### config.mk
export PLATFORM = sky130hd
export DESIGN_NAME = line_follow_pid_drive_core
export DESIGN_NICKNAME = d
export VERILOG_FILES = /design/src/rtl/lfpd_pkg.sv /design/src/rtl/lfpd_serial_div.sv /design/src/rtl/lfpd_serial_mac.sv /design/src/rtl/line_follow_pid_drive_core.sv
export SDC_FILE = /design/constraint.sdc
export NUM_CORES = 2
export LEC_CHECK = 0
export BUFFER_PORTS_ARGS = -buffer_cell sky130_fd_sc_hd__buf_2
export CORE_MARGIN = 4
export CORE_UTILIZATION = 23
export DETAILED_ROUTE_END_ITERATION = 12
export RECOVER_POWER = 50
export SETUP_SLACK_MARGIN = 0.2
export SLEW_MARGIN = 20
export SYNTH_ARGS = -nofsm -noshare
export SYNTH_HDL_FRONTEND = slang
export SYNTH_SLANG_ARGS = --single-unit
### constraint.sdc
create_clock -name clk -period 10.8 [get_ports clk]
set_input_delay 1.62 -clock clk [delete_from_list [all_inputs] [get_ports clk]]
set_output_delay 1.62 -clock clk [all_outputs]
set_load 0.05 [all_outputs]
### src/rtl/lfpd_pkg.sv
// Shared types and constants for the line-follow PID drive core.
// Used by lfpd_serial_div, lfpd_serial_mac and line_follow_pid_drive_core.
`timescale 1ns / 1ps

package lfpd_pkg;

  localparam int SENSOR_COUNT = 8;
  localparam int SAMPLE_BITS  = 10;
  localparam int IDX_W        = $clog2(SENSOR_COUNT);
  localparam int NORM_W       = 16;            // 0..32768
  localparam int NORM_ONE     = 32768;
  localparam int FRAC_BITS    = 15;            // quotient bits of one normalization
  localparam int POS_W        = 6;             // signed half-unit position 2i-(N-1)
  localparam int NUM_W        = 24;            // signed sum of n*pos
  localparam int DEN_W        = 21;            // sum of n
  localparam int OFF_W        = 16;            // Q3.12 offset, signed
  localparam int OFF_SHIFT    = 11;            // offset = num*2048/den
  localparam int INT_W        = 32;
  localparam int DERIV_W      = OFF_W + 1;

  localparam int IN_DATA_W    = ((SENSOR_COUNT * SAMPLE_BITS + 8 + 7) / 8) * 8;
  localparam int OUT_DATA_W   = 40;

  localparam int CFG_IDX_W    = 4;
  localparam int CFG_DATA_W   = 16;
  localparam logic [CFG_IDX_W-1:0] REG_GAIN_PROP     = 4'd0;
  localparam logic [CFG_IDX_W-1:0] REG_GAIN_INTEGRAL = 4'd1;
  localparam logic [CFG_IDX_W-1:0] REG_GAIN_DERIV    = 4'd2;
  localparam logic [CFG_IDX_W-1:0] REG_CROSS_THRESH  = 4'd3;

  localparam logic KIND_CAL  = 1'b0;
  localparam logic KIND_CTRL = 1'b1;

  // serial divider
  localparam int DIV_REM_W = 21;
  localparam int DIV_NUM_W = 32;
  localparam int DIV_CNT_W = 6;

  // serial multiply-accumulate
  localparam int GAIN_W  = 16;
  localparam int OPND_W  = 33;
  localparam int ACC_W   = 50;
  localparam int MAC_CNT_W = $clog2(GAIN_W + 1);

  typedef struct packed {
    logic                  start;
    logic [DIV_REM_W-1:0]  rem_init;
    logic [DIV_NUM_W-1:0]  numer;
    logic [DIV_CNT_W-1:0]  steps;
    logic [DIV_REM_W-1:0]  divisor;
  } div_req_t;

  typedef struct packed {
    logic                  busy;
    logic                  done;
    logic [DIV_NUM_W-1:0]  quot;
  } div_rsp_t;

  typedef struct packed {
    logic                      start;
    logic                      clear;
    logic [GAIN_W-1:0]         gain;
    logic signed [OPND_W-1:0]  opnd;
  } mac_req_t;

  typedef struct packed {
    logic                      busy;
    logic                      done;
    logic signed [ACC_W-1:0]   acc;
  } mac_rsp_t;

endpackage

### src/rtl/lfpd_serial_div.sv
// Restoring divider, one quotient bit per cycle.
// Depends on lfpd_pkg for request/response structs and widths.
`timescale 1ns / 1ps

module lfpd_serial_div (
  input  logic              clk,
  input  logic              rst,
  input  lfpd_pkg::div_req_t req,
  output lfpd_pkg::div_rsp_t rsp
);
  import lfpd_pkg::*;

  logic [DIV_REM_W-1:0] rem;
  logic [DIV_NUM_W-1:0] numer;
  logic [DIV_NUM_W-1:0] quot;
  logic [DIV_REM_W-1:0] divisor;
  logic [DIV_CNT_W-1:0] cnt;
  logic                 busy;
  logic                 done;

  logic [DIV_REM_W:0]   rem_sh;
  logic [DIV_REM_W:0]   rem_diff;
  logic                 fits;

  assign rem_sh   = {rem, numer[DIV_NUM_W-1]};
  assign rem_diff = rem_sh - {1'b0, divisor};
  assign fits     = rem_sh >= {1'b0, divisor};

  always_ff @(posedge clk) begin
    if (rst) begin
      busy <= 1'b0;
      done <= 1'b0;
    end else begin
      done <= 1'b0;
      if (req.start) begin
        busy <= 1'b1;
      end else if (busy && cnt == DIV_CNT_W'(1)) begin
        busy <= 1'b0;
        done <= 1'b1;
      end
    end
  end

  always_ff @(posedge clk) begin
    if (req.start) begin
      rem     <= req.rem_init;
      numer   <= req.numer;
      divisor <= req.divisor;
      cnt     <= req.steps;
      quot    <= '0;
    end else if (busy) begin
      rem   <= fits ? rem_diff[DIV_REM_W-1:0] : rem_sh[DIV_REM_W-1:0];
      numer <= {numer[DIV_NUM_W-2:0], 1'b0};
      quot  <= {quot[DIV_NUM_W-2:0], fits};
      cnt   <= cnt - DIV_CNT_W'(1);
    end
  end

  assign rsp.busy = busy;
  assign rsp.done = done;
  assign rsp.quot = quot;

endmodule

### src/rtl/lfpd_serial_mac.sv
// Shift-add multiply-accumulate, one gain bit per cycle.
// Depends on lfpd_pkg for request/response structs and widths.
`timescale 1ns / 1ps

module lfpd_serial_mac (
  input  logic              clk,
  input  logic              rst,
  input  lfpd_pkg::mac_req_t req,
  output lfpd_pkg::mac_rsp_t rsp
);
  import lfpd_pkg::*;

  logic signed [ACC_W-1:0] acc;
  logic signed [ACC_W-1:0] opnd;
  logic [GAIN_W-1:0]       gain;
  logic [MAC_CNT_W-1:0]    cnt;
  logic                    busy;
  logic                    done;

  always_ff @(posedge clk) begin
    if (rst) begin
      busy <= 1'b0;
      done <= 1'b0;
    end else begin
      done <= 1'b0;
      if (req.start) begin
        busy <= 1'b1;
      end else if (busy && cnt == MAC_CNT_W'(1)) begin
        busy <= 1'b0;
        done <= 1'b1;
      end
    end
  end

  always_ff @(posedge clk) begin
    if (req.start) begin
      if (req.clear) begin
        acc <= '0;
      end
      opnd <= ACC_W'(req.opnd);
      gain <= req.gain;
      cnt  <= MAC_CNT_W'(GAIN_W);
    end else if (busy) begin
      if (gain[0]) begin
        acc <= acc + opnd;
      end
      opnd <= opnd <<< 1;
      gain <= gain >> 1;
      cnt  <= cnt - MAC_CNT_W'(1);
    end
  end

  assign rsp.busy = busy;
  assign rsp.done = done;
  assign rsp.acc  = acc;

endmodule

### src/rtl/line_follow_pid_drive_core.sv
// Top level of the line-follow PID drive core: sequencer, calibration store,
// PID state and output register. Uses lfpd_pkg, lfpd_serial_div, lfpd_serial_mac.
`timescale 1ns / 1ps
//
// Usage:
//  s_axis: one word per sensor scan. tuser = kind (0 calibrate, 1 control).
//    A calibrate word widens the per-sensor min/max in the accept cycle and
//    gives no result; the core is ready again on the next cycle.
//  A control word is worked through one sensor at a time: each normalization
//  is set directly for a zero or saturated reading, or else uses the shared
//  bit-serial divider (15 quotient bits). The centroid uses the same divider
//  for 32 bits, then three shift-add products with the 16-bit gains form the
//  PID term. The divider and multiplier set how long a control word takes.
//  s_axis_tready is high only while the core is idle.
//  m_axis: one result word per control scan, held in an output register until
//  taken; the core accepts the next scan while it waits. If the register is
//  still full when the next result is ready, the core holds until it drains.
//  cfg: register writes, always ready; write only while no scan is in flight.
//  Reset (rst, synchronous): gains and threshold to defaults, calibration to
//  min 1023 / max 0, PID history cleared, output empty.
module line_follow_pid_drive_core (
  input  logic                                clk,
  input  logic                                rst,
  input  logic                                s_axis_tvalid,
  output logic                                s_axis_tready,
  // sensor_0..sensor_7 (10 bits each), base_speed (8)
  input  logic [lfpd_pkg::IN_DATA_W-1:0]      s_axis_tdata,
  // kind
  input  logic                                s_axis_tuser,
  output logic                                m_axis_tvalid,
  input  logic                                m_axis_tready,
  // left_dir_pin, left_duty(8), right_dir_pin, right_duty(8), line_offset(15),
  // line_seen, crossing, zero fill
  output logic [lfpd_pkg::OUT_DATA_W-1:0]     m_axis_tdata,
  input  logic                                cfg_valid,
  output logic                                cfg_ready,
  input  logic [lfpd_pkg::CFG_IDX_W-1:0]      cfg_index,
  input  logic [lfpd_pkg::CFG_DATA_W-1:0]     cfg_data
);
  import lfpd_pkg::*;

  typedef enum logic [3:0] {
    ST_IDLE, ST_SENS, ST_SDIV, ST_CENT, ST_CDIV, ST_INTEG,
    ST_MP, ST_MI, ST_MD, ST_CMD, ST_OUT
  } state_t;

  localparam logic [IDX_W-1:0] LAST_IDX = IDX_W'(SENSOR_COUNT - 1);
  localparam logic [SAMPLE_BITS-1:0] SAMPLE_MAX = '1;

  state_t state;

  logic [CFG_DATA_W-1:0] gain_prop, gain_integral, gain_deriv, cross_threshold;
  logic [SAMPLE_BITS-1:0] cal_low  [SENSOR_COUNT];
  logic [SAMPLE_BITS-1:0] cal_high [SENSOR_COUNT];
  logic [SAMPLE_BITS-1:0] raw_q    [SENSOR_COUNT];
  logic signed [7:0]      speed;

  logic [IDX_W-1:0]        idx;
  logic signed [NUM_W-1:0] num;
  logic [DEN_W-1:0]        den;
  logic [NORM_W-1:0]       n_first, n_last;
  logic                    num_neg;
  logic signed [OFF_W-1:0] off;
  logic                    seen;
  logic signed [OFF_W-1:0] prev_error;
  logic signed [INT_W-1:0] error_integral;
  logic signed [DERIV_W-1:0] dterm;
  logic signed [7:0]       lcmd, rcmd;

  div_req_t div_req;
  div_rsp_t div_rsp;
  mac_req_t mac_req;
  mac_rsp_t mac_rsp;

  lfpd_serial_div u_div (.clk(clk), .rst(rst), .req(div_req), .rsp(div_rsp));
  lfpd_serial_mac u_mac (.clk(clk), .rst(rst), .req(mac_req), .rsp(mac_rsp));

  function automatic logic signed [POS_W-1:0] sensor_pos(input logic [IDX_W-1:0] i);
    sensor_pos = POS_W'(2 * int'(i) - (SENSOR_COUNT - 1));
  endfunction

  // trunc toward zero of v / 2^20, clamped to -100..100
  function automatic logic signed [7:0] to_cmd(input logic signed [ACC_W+1:0] v);
    logic signed [ACC_W-19:0] q;
    q = (ACC_W - 18)'(v >>> 20);
    if (v < 0 && v[19:0] != '0) begin
      q = q + 1;
    end
    if (q > 100) begin
      to_cmd = 8'sd100;
    end else if (q < -100) begin
      to_cmd = -8'sd100;
    end else begin
      to_cmd = q[7:0];
    end
  endfunction

  // |c| * 255 / 100 via reciprocal 5243 / 2^19, exact for |c| <= 100
  function automatic logic [7:0] duty_of(input logic signed [7:0] c);
    logic [6:0]  a;
    logic [14:0] x;
    logic [27:0] p;
    a = c < 0 ? 7'(-c) : 7'(c);
    x = {a, 8'b0} - 15'(a);
    p = 28'(x) * 28'd5243;
    duty_of = p[26:19];
  endfunction

  // normalization of the current sensor
  logic signed [SAMPLE_BITS:0] dd, rr;
  logic [SAMPLE_BITS:0]        ad, ar;
  logic                        n_zero, n_sat;
  logic [NORM_W-1:0]           n_cur;
  logic                        acc_step;
  logic signed [NORM_W+POS_W:0] prod;

  assign dd = $signed({1'b0, raw_q[idx]}) - $signed({1'b0, cal_low[idx]});
  assign rr = $signed({1'b0, cal_high[idx]}) - $signed({1'b0, cal_low[idx]});
  assign ad = dd[SAMPLE_BITS] ? (SAMPLE_BITS + 1)'(-dd) : dd;
  assign ar = rr[SAMPLE_BITS] ? (SAMPLE_BITS + 1)'(-rr) : rr;
  assign n_zero = rr == '0 || dd == '0 || dd[SAMPLE_BITS] != rr[SAMPLE_BITS];
  assign n_sat  = ad >= ar;

  always_comb begin
    if (state == ST_SDIV) begin
      n_cur = NORM_W'(div_rsp.quot[FRAC_BITS-1:0]);
    end else if (n_zero) begin
      n_cur = '0;
    end else begin
      n_cur = NORM_W'(NORM_ONE);
    end
  end

  assign acc_step = (state == ST_SENS && (n_zero || n_sat)) ||
                    (state == ST_SDIV && div_rsp.done);
  assign prod = $signed({1'b0, n_cur}) * sensor_pos(idx);

  // centroid quotient
  logic [NUM_W-1:0]        anum;
  logic signed [OFF_W-1:0] off_div;
  assign anum = num < 0 ? NUM_W'(-num) : NUM_W'(num);

  always_comb begin
    if (num_neg) begin
      off_div = div_rsp.quot > 32'd16384 ? -16'sd16384 : -$signed(OFF_W'(div_rsp.quot));
    end else begin
      off_div = div_rsp.quot > 32'd16383 ? 16'sd16383 : $signed(OFF_W'(div_rsp.quot));
    end
  end

  // integral update
  logic signed [INT_W:0] integ_sum;
  logic signed [INT_W-1:0] integ_next;
  assign integ_sum = (INT_W + 1)'(error_integral) + (INT_W + 1)'(off);
  always_comb begin
    if (integ_sum > $signed((INT_W + 1)'({1'b0, {(INT_W - 1){1'b1}}}))) begin
      integ_next = {1'b0, {(INT_W - 1){1'b1}}};
    end else if (integ_sum < $signed((INT_W + 1)'({2'b11, {(INT_W - 1){1'b0}}}))) begin
      integ_next = {1'b1, {(INT_W - 1){1'b0}}};
    end else begin
      integ_next = integ_sum[INT_W-1:0];
    end
  end

  // drive commands
  logic signed [ACC_W+1:0] spd_sh, left_v, right_v;
  assign spd_sh  = (ACC_W + 2)'(speed) <<< 20;
  assign left_v  = spd_sh - (ACC_W + 2)'(mac_rsp.acc);
  assign right_v = spd_sh + (ACC_W + 2)'(mac_rsp.acc);

  // unit requests
  always_comb begin
    div_req = '0;
    if (state == ST_SENS && !n_zero && !n_sat) begin
      div_req.start    = 1'b1;
      div_req.rem_init = DIV_REM_W'(ad);
      div_req.steps    = DIV_CNT_W'(FRAC_BITS);
      div_req.divisor  = DIV_REM_W'(ar);
    end else if (state == ST_CENT && den != '0) begin
      div_req.start    = 1'b1;
      div_req.numer    = {anum[DIV_NUM_W-OFF_SHIFT-1:0], {OFF_SHIFT{1'b0}}};
      div_req.steps    = DIV_CNT_W'(DIV_NUM_W);
      div_req.divisor  = DIV_REM_W'(den);
    end
  end

  always_comb begin
    mac_req = '0;
    case (state)
      ST_INTEG: begin
        mac_req.start = 1'b1;
        mac_req.clear = 1'b1;
        mac_req.gain  = gain_prop;
        mac_req.opnd  = OPND_W'(off);
      end
      ST_MP: begin
        mac_req.start = mac_rsp.done;
        mac_req.gain  = gain_integral;
        mac_req.opnd  = OPND_W'(error_integral);
      end
      ST_MI: begin
        mac_req.start = mac_rsp.done;
        mac_req.gain  = gain_deriv;
        mac_req.opnd  = OPND_W'(dterm);
      end
      default: begin
        mac_req = '0;
      end
    endcase
  end

  assign s_axis_tready = state == ST_IDLE;
  assign cfg_ready     = 1'b1;

  always_ff @(posedge clk) begin
    if (rst) begin
      state           <= ST_IDLE;
      m_axis_tvalid   <= 1'b0;
      gain_prop       <= 16'd4608;
      gain_integral   <= 16'd15;
      gain_deriv      <= 16'd6656;
      cross_threshold <= 16'd29491;
      prev_error      <= '0;
      error_integral  <= '0;
      for (int i = 0; i < SENSOR_COUNT; i++) begin
        cal_low[i]  <= SAMPLE_MAX;
        cal_high[i] <= '0;
      end
    end else begin
      // ST_OUT reloads the register itself when it is drained in the same cycle
      if (m_axis_tvalid && m_axis_tready && state != ST_OUT) begin
        m_axis_tvalid <= 1'b0;
      end
      if (cfg_valid) begin
        case (cfg_index)
          REG_GAIN_PROP:     gain_prop       <= cfg_data;
          REG_GAIN_INTEGRAL: gain_integral   <= cfg_data;
          REG_GAIN_DERIV:    gain_deriv      <= cfg_data;
          REG_CROSS_THRESH:  cross_threshold <= cfg_data;
          default: begin
          end
        endcase
      end
      case (state)
        ST_IDLE: begin
          if (s_axis_tvalid) begin
            for (int i = 0; i < SENSOR_COUNT; i++) begin
              raw_q[i] <= s_axis_tdata[i*SAMPLE_BITS +: SAMPLE_BITS];
            end
            speed <= $signed(s_axis_tdata[SENSOR_COUNT*SAMPLE_BITS +: 8]);
            if (s_axis_tuser == KIND_CAL) begin
              for (int i = 0; i < SENSOR_COUNT; i++) begin
                if (s_axis_tdata[i*SAMPLE_BITS +: SAMPLE_BITS] < cal_low[i]) begin
                  cal_low[i] <= s_axis_tdata[i*SAMPLE_BITS +: SAMPLE_BITS];
                end
                if (s_axis_tdata[i*SAMPLE_BITS +: SAMPLE_BITS] > cal_high[i]) begin
                  cal_high[i] <= s_axis_tdata[i*SAMPLE_BITS +: SAMPLE_BITS];
                end
              end
            end else begin
              idx   <= '0;
              num   <= '0;
              den   <= '0;
              state <= ST_SENS;
            end
          end
        end
        ST_SENS: begin
          if (!acc_step) begin
            state <= ST_SDIV;
          end
        end
        ST_SDIV: begin
          // leaves through the centroid sum update below
        end
        ST_CENT: begin
          num_neg <= num < 0;
          if (den == '0) begin
            off   <= '0;
            seen  <= 1'b0;
            state <= ST_INTEG;
          end else begin
            seen  <= 1'b1;
            state <= ST_CDIV;
          end
        end
        ST_CDIV: begin
          if (div_rsp.done) begin
            off   <= off_div;
            state <= ST_INTEG;
          end
        end
        ST_INTEG: begin
          error_integral <= integ_next;
          dterm          <= DERIV_W'(off) - DERIV_W'(prev_error);
          prev_error     <= off;
          state          <= ST_MP;
        end
        ST_MP: begin
          if (mac_rsp.done) begin
            state <= ST_MI;
          end
        end
        ST_MI: begin
          if (mac_rsp.done) begin
            state <= ST_MD;
          end
        end
        ST_MD: begin
          if (mac_rsp.done) begin
            state <= ST_CMD;
          end
        end
        ST_CMD: begin
          lcmd  <= to_cmd(left_v);
          rcmd  <= to_cmd(right_v);
          state <= ST_OUT;
        end
        ST_OUT: begin
          if (!m_axis_tvalid || m_axis_tready) begin
            m_axis_tvalid <= 1'b1;
            m_axis_tdata  <= {5'b0,
                              (n_first > cross_threshold) || (n_last > cross_threshold),
                              seen, off[14:0],
                              duty_of(rcmd), rcmd > 0,
                              duty_of(lcmd), lcmd < 0};
            state <= ST_IDLE;
          end
        end
        default: begin
          state <= ST_IDLE;
        end
      endcase
      // centroid sums, one sensor at a time
      if (acc_step) begin
        num <= num + NUM_W'(prod);
        den <= den + DEN_W'(n_cur);
        if (idx == '0) begin
          n_first <= n_cur;
        end
        if (idx == LAST_IDX) begin
          n_last <= n_cur;
          state  <= ST_CENT;
        end else begin
          idx   <= idx + IDX_W'(1);
          state <= ST_SENS;
        end
      end
    end
  end

  a_idle_div: assert property (@(posedge clk) disable iff (rst)
    state == ST_IDLE |-> !div_rsp.busy)
    else $error("divider busy while idle");

  a_idle_mac: assert property (@(posedge clk) disable iff (rst)
    state == ST_IDLE |-> !mac_rsp.busy)
    else $error("multiplier busy while idle");

  a_den_bound: assert property (@(posedge clk) disable iff (rst)
    state == ST_CENT |-> den <= DEN_W'(SENSOR_COUNT * NORM_ONE))
    else $error("normalized sum out of range");

  a_off_range: assert property (@(posedge clk) disable iff (rst)
    state == ST_INTEG |-> (off <= 16'sd14336 && off >= -16'sd14336))
    else $error("line offset out of range");

endmodule

# ---- Word-level counts from Yosys, hierarchy flattened
# Memory sizes are Yosys's and may differ from the RTL's. A register that Yosys moved wholly into a read port is not among the register bits.
# Cells that the tools add are included.
dict set report word_totals {
  wordCells 409
  ramBits 240
  output_inout_bits 43
  input_bits 114
  n_memories 3
  regBits 528
}
dict set report op_classes {
  n_bitwise 18
  magnitude_cmp 34
  n_addsub 24
  mul 3
  n_reduce_logical 59
  n_mux 202
  eq_ne 29
}
# memory depth width rd rd_clocked_by_memory_dff write_ports line_no
set memory_table {}
lappend memory_table {cal_high 8 10 9 1 8 line_follow_pid_drive_core.sv:54} ;# logic [SAMPLE_BITS-1:0] cal_high [SENSOR_COUNT];
lappend memory_table {cal_low 8 10 9 1 8 line_follow_pid_drive_core.sv:53} ;# logic [SAMPLE_BITS-1:0] cal_low [SENSOR_COUNT];
lappend memory_table {raw_q 8 10 1 1 8 line_follow_pid_drive_core.sv:55} ;# logic [SAMPLE_BITS-1:0] raw_q [SENSOR_COUNT];
# operator count
set op_table {}
lappend op_table {{$mux W32} 11}
lappend op_table {{$mux W50} 6}
lappend op_table {{$mux W21} 8}
lappend op_table {{$mux W10} 16}
lappend op_table {{$pmux W49 S3} 1}
lappend op_table {{$mux W16} 9}
lappend op_table {{$mux W1} 116}
lappend op_table {{$lt A51 B1 Y1 const B} 2}
lappend op_table {{$mux W24} 4}
lappend op_table {{$gt A10 B10 Y1} 8}
lappend op_table {{$lt A10 B10 Y1} 8}
lappend op_table {{$add A31 B2 Y32 const B} 2}
lappend op_table {{$gt A32 B8 Y1 const B} 2}
lappend op_table {{$lt A32 B8 Y1 const B} 2}
lappend op_table {{$mux W59} 1}
lappend op_table {{$mul A15 B13 Y27 const B} 2}
lappend op_table {{$add A28 B50 Y51} 1}
lappend op_table {{$sub A28 B50 Y51} 1}
lappend op_table {{$add A50 B50 Y50} 1}
lappend op_table {{$pmux W4 S11} 1}
lappend op_table {{$reduce_bool A20 Y1} 2}
lappend op_table {{$add A32 B16 Y33} 1}
lappend op_table {{$gt A33 B32 Y1 const B} 1}
lappend op_table {{$lt A33 B32 Y1 const B} 1}
lappend op_table {{63 further kinds} 162}

# ---- Depth between registers and ports, before layout
dict set report depth {
  depth_word 9
  depth_mapped 34
}

# ---- By module
# Synthesis repeated with hierarchy kept, for this count alone.
dict set report hier_totals {
  hier_cells 6490
  hier_area_um2 62472.4
}
# mod cells_each area_per_inst_um2 n_inst
set by_module_without_submodules {}
lappend by_module_without_submodules {line_follow_pid_drive_core 5286 49199.7 1}
lappend by_module_without_submodules {lfpd_serial_mac 716 7553.5 1}
lappend by_module_without_submodules {lfpd_serial_div 488 5719.2 1}

# ---- Worst setup path after synthesis
# Ideal clock, no wire load.
dict set report synth_path {
  path_kind {reg2reg}
  from {register (tool-made name)}
  to {register den[0] (enable)}
  path_slack_ns 2.333
  t_required_ns 10.338
  setup_ns 0.462
  t_arrival_ns 8.005
  path_buffers 5
  period_less_slack_ns 8.467
  stages_incl_launch_ff 33
  path_cell_list {dfxtp_1 clkbuf_1 buf_1 mux4_2 mux2i_1 ha_1 inv_1 fa_1 a21o_1 a21oi_1 o21ai_0 a21oi_1 o21bai_1 a21oi_1 nor2_1 a211oi_1 clkbuf_1 mux2i_1 ha_1 nor2b_1 o21a_1 o21a_1 o21a_1 o21a_1 o21a_1 o21a_1 o21ai_0 a21oi_1 o31ai_1 o211a_1 clkbuf_1 clkbuf_1 a21oi_1}
}
# element line_no
set synth_lines {}
lappend synth_lines {{end signal: assignment} line_follow_pid_drive_core.sv:337} ;# den <= den + DEN_W'(n_cur);
lappend synth_lines {{end: declaration} line_follow_pid_drive_core.sv:60} ;# logic [DEN_W-1:0] den;

# ---- Worst setup path in the final report
dict set report layout_path {
  from {register state[1]}
  to {register num[23] (data pin)}
}
dict set report layout_between {
  elab_chain_len 5
  word_cells_on_any_way 9
  classes_between {add/sub: 1; mul: 1; eq/ne: 2; mux: 2; reduce/logical: 3}
}
# element line_no
set layout_lines {}
lappend layout_lines {{start: declaration} line_follow_pid_drive_core.sv:50} ;# state_t state;
lappend layout_lines {{start signal: assignment} line_follow_pid_drive_core.sv:217} ;# state <= ST_IDLE;
lappend layout_lines {{start signal: assignment} line_follow_pid_drive_core.sv:264} ;# state <= ST_SENS;
lappend layout_lines {{start signal: assignment} line_follow_pid_drive_core.sv:270} ;# state <= ST_SDIV;
lappend layout_lines {{$eq A4 B2 Y1} {line_follow_pid_drive_core.sv:125, line_follow_pid_drive_core.sv:135}}
lappend layout_lines {{$mux W16} line_follow_pid_drive_core.sv:125} ;# if (state == ST_SDIV) begin
lappend layout_lines {{$mul A17 B5 Y22} line_follow_pid_drive_core.sv:136} ;# assign prod = $signed({1'b0, n_cur}) * sensor_pos(idx);
lappend layout_lines {{$add A24 B22 Y24} line_follow_pid_drive_core.sv:336} ;# num <= num + NUM_W'(prod);
lappend layout_lines {{$mux W24 (*)} line_follow_pid_drive_core.sv:335} ;# if (acc_step) begin
lappend layout_lines {{end signal: assignment} line_follow_pid_drive_core.sv:336}
lappend layout_lines {{end: declaration} line_follow_pid_drive_core.sv:59} ;# logic signed [NUM_W-1:0] num;
# Every way passes the cells marked *; elsewhere a longest branch is shown, timed or not.
# A chain may end at the register's enable or synchronous reset.

==> impl_metrics.env <==
export IMPL_start_util_pct=23.10
export IMPL_cts_resized_gates=0
export IMPL_grt_max_degree=88
export IMPL_drt_iter0_drc=3286
export IMPL_p_leak_nw=27.60
export IMPL_cts_setup_buffers=0
export IMPL_hp_class="flip-flop to flip-flop"
export IMPL_r2r_cells=24
export IMPL_routed_wirelength_um=167700
export IMPL_post_synth_top_count_cell="inv_1"
export IMPL_clock_skew_ns=0.08262
export IMPL_grt_pass1_wl_um=263000
export IMPL_synth_edf_count=599
export IMPL_timing_rr_start="state[1]$_SDFFE_PP0P_"
export IMPL_grt_overflow_total=0
export IMPL_end_kind="flip-flop"
export IMPL_ios=157
export IMPL_ys_flop_type="edfxtp_1"
export IMPL_cts_htree_levels=3
export IMPL_grt_pass1_vias=46020
export IMPL_syn_area_um2=59930
export IMPL_crit_type="flip-flop to flip-flop"
export IMPL_peakVddDrop_v=0.0002723
export IMPL_fmax_mhz=105.8
export IMPL_r2r_end="num[23]$_SDFFCE_PN0P_"
export IMPL_area_growth_pct=12.54
export IMPL_relSlewSlack_pct=-189.1
export IMPL_failed_checks="max-capacitance violations, max-slew violations"
export IMPL_dp_hpwl_um=129400
export IMPL_worst_pin_slew_ns=4.337
export IMPL_cts_sinks=760
export IMPL_clk_pin_slew_ns=0.06
export IMPL_hold_violations=0
export IMPL_cts_root_buf="clkbuf_16"
export IMPL_die_area_um2=268800
export IMPL_fin_tns_setup_ns=0
export IMPL_yosysWarnings=0
export IMPL_synthTopCellsByCount="inv_1, ha_1, edfxtp_1"
export IMPL_track_usage_pct=12.13
export IMPL_cts_tree="built"
export IMPL_antenna_found_initial=9
export IMPL_cts_hold_buf=0
export IMPL_drcViolationCount=0
export IMPL_rsz0062_at_grt="false"
export IMPL_seq_area_frac_synth_pct=35.39
export IMPL_clock_latency_ns=0.73
export IMPL_hold_ws_ns=0.4532
export IMPL_cts_buffers=88
export IMPL_crit_path_max_fanout=46
export IMPL_cp_required_ns=11.24
export IMPL_synth_top_area_share_pct=30.01
export IMPL_port_buffers=150
export IMPL_critical_path_endpoint="num[23]$_SDFFCE_PN0P_"
export IMPL_core_um2=259500
export IMPL_fillers=27330
export IMPL_setup_violations=0
export IMPL_powerDensity_nw_per_um2=224.6
export IMPL_worst_r2r_setup_slack_ns=1.34
export IMPL_drt_pre_antenna_iters=6
export IMPL_detail_route_antenna_nets=0
export IMPL_post_route_min_period_ns=9.456
export IMPL_status="finished with violations"
export IMPL_drive_gt1_share_pct=6.268
export IMPL_die_y_um=518.5
export IMPL_dp_cells=9619
export IMPL_postSynthAreaPerCell_um2=9.623
export IMPL_drv_slew=601
export IMPL_drv_cap=12
export IMPL_fin_crit_sh_pct=87.55
export IMPL_worstSetupStartpoint="state[1]$_SDFFE_PP0P_"
export IMPL_via_per_inst=4.676
export IMPL_wl_per_cell_um=17.13
export IMPL_yosys_top_cells_area="edfxtp_1, ha_1, fa_1"
export IMPL_die_width_um=518.5
export IMPL_ys_seq_elements=760
export IMPL_clockBufferDepth=3
export IMPL_post_synth_inst_count=6228
export IMPL_vias=45780
export IMPL_ys_types=100
export IMPL_finalNonFillerCells=9789
export IMPL_final_nets=7299
export IMPL_synth_largest_area_cell="edfxtp_1"
export IMPL_synthArstFlopShare_pct=0
export IMPL_critPathArrivalTime_ns=9.89
export IMPL_std_cell_rows=187
export IMPL_critPathLaunchType="flip-flop"
export IMPL_place_congestion=0.9041
logic make-up after synthesis:
family	synth area share, %
buffers and inverters	5.754
AOI/OAI and AO/OA	12.91
and+or+nand+nor	16.49
adders and majority gates	20.89
DFF	35.39
other	0.01253
muxes	4.240
xor gates and xnor gates	4.309
area by class of cell:
type | instances | area, µm² | share of cell area (%)
tap | 3402 | 4257 | 6.311
inverter | 688 | 2582 | 3.829
antenna | 5 | 12.51 | 0.01855
clock inverter | 58 | 762.0 | 1.130
timing repair buffer | 203 | 925.9 | 1.373
multi-input combinational | 4566 | 35370 | 52.44
clock buffer | 107 | 2325 | 3.447
sequential | 760 | 21220 | 31.46
worst min-delay path by stage:
stage | startpoint | slack, ns | depth (start not counted) | to
floorplan | seen$_DFFE_PP_ | 0.40 | 0 | m_axis_tdata[33]$_DFFE_PP_
global placement | gain_prop[11]$_SDFFE_PP0P_ | 0.44 | 2 | gain_prop[11]$_SDFFE_PP0P_
detailed placement | prev_error[15]$_SDFFE_PP0P_ | 0.45 | 2 | prev_error[15]$_SDFFE_PP0P_
CTS | seen$_DFFE_PP_ | 0.45 | 0 | m_axis_tdata[33]$_DFFE_PP_
global route | seen$_DFFE_PP_ | 0.45 | 0 | m_axis_tdata[33]$_DFFE_PP_
finish | gain_prop[2]$_SDFFE_PP0P_ | 0.45 | 2 | gain_prop[2]$_SDFFE_PP0P_
worst max-delay path, cell delays in order, from the launching register on:
cell	delay (ns)
dfxtp_1	1.19
nor2b_2	0.31
clkbuf_1	1.69
and3_1	0.64
nand2_1	0.13
fa_1	0.51
fa_1	0.52
fa_1	0.54
inv_1	0.05
fa_1	0.50
fa_1	0.48
a21o_1	0.20
a21o_1	0.20
a21o_1	0.19
a21oi_1	0.22
o21bai_1	0.10
a21oi_1	0.26
nand2b_1	0.19
a21oi_1	0.12
o21ba_2	0.24
a41oi_1	0.27
a21oi_1	0.14
a31o_2	0.28
xnor2_1	0.14
nor2_1	0.05
flip-flops by register name, indices dropped and copies added (netlist names), 17 cells and up, named ones only:
register / flops
raw_q: 80
cal_high: 80
error_integral: 32
u_div.quot: 32
u_mac.opnd: 50
cal_low: 80
num: 24
u_div.numer: 21
u_mac.acc: 50
dterm: 17
m_axis_tdata: 35
u_div.divisor: 21
den: 21
u_div.rem: 21
placed cells by master (no fill, tap or decap), drive strengths merged, types with 72 or more instances in the layout:
cell type / n
inv: 687
ha: 674
edfxtp: 599
nand2: 537
nor2: 455
a21oi: 385
o21ai: 340
clkbuf: 248
fa: 204
xnor2: 201
dfxtp: 161
nand2b: 143
a21o: 133
nor3: 117
nand3: 113
and2: 110
mux2i: 102
nor2b: 100
xor2: 93
nand4: 72
per-stage QoR:
| step | total power, mW | util (%) | worst slack (ns) | instance area, µm² |
|---|---|---|---|---|
| 6_report | 15.15 | 25.99 | 1.344 | 67450 |
| 5_1_grt | 16.32 | 25.99 | 0.8638 | 67450 |
| 4_1_cts | 15.23 | 26.09 | 1.783 | 67690 |
| 3_5_place_dp | 11.95 | 24.90 | 1.838 | 64600 |
| 3_3_place_gp | 11.76 | 24.90 | 1.863 | 64600 |
| 2_1_floorplan | 10.03 | - | 2.333 | 59950 |
report_power, final:
| part | leakage (nW) | switching [mW] | internal [mW] | total [mW] |
|---|---|---|---|---|
| logic | 19.3 | 4.53 | 3.00 | 7.52 |
| registers | 6.79 | 0.437 | 3.98 | 4.41 |
| clock network | 1.46 | 1.39 | 1.83 | 3.22 |
per-layer routing:
| layer | GRT usage [%] | vias to the layer above | routed length (µm) |
|---|---|---|---|
| met5 | 0 | - | 0 |
| met4 | 3.803 | 0 | 5768 |
| met3 | 1.457 | 286 | 8069 |
| met2 | 21.37 | 1155 | 81820 |
| met1 | 15.39 | 22270 | 72030 |
| li1 | - | 22070 | - |
Note: power is estimated with default switching activity, not from simulation.
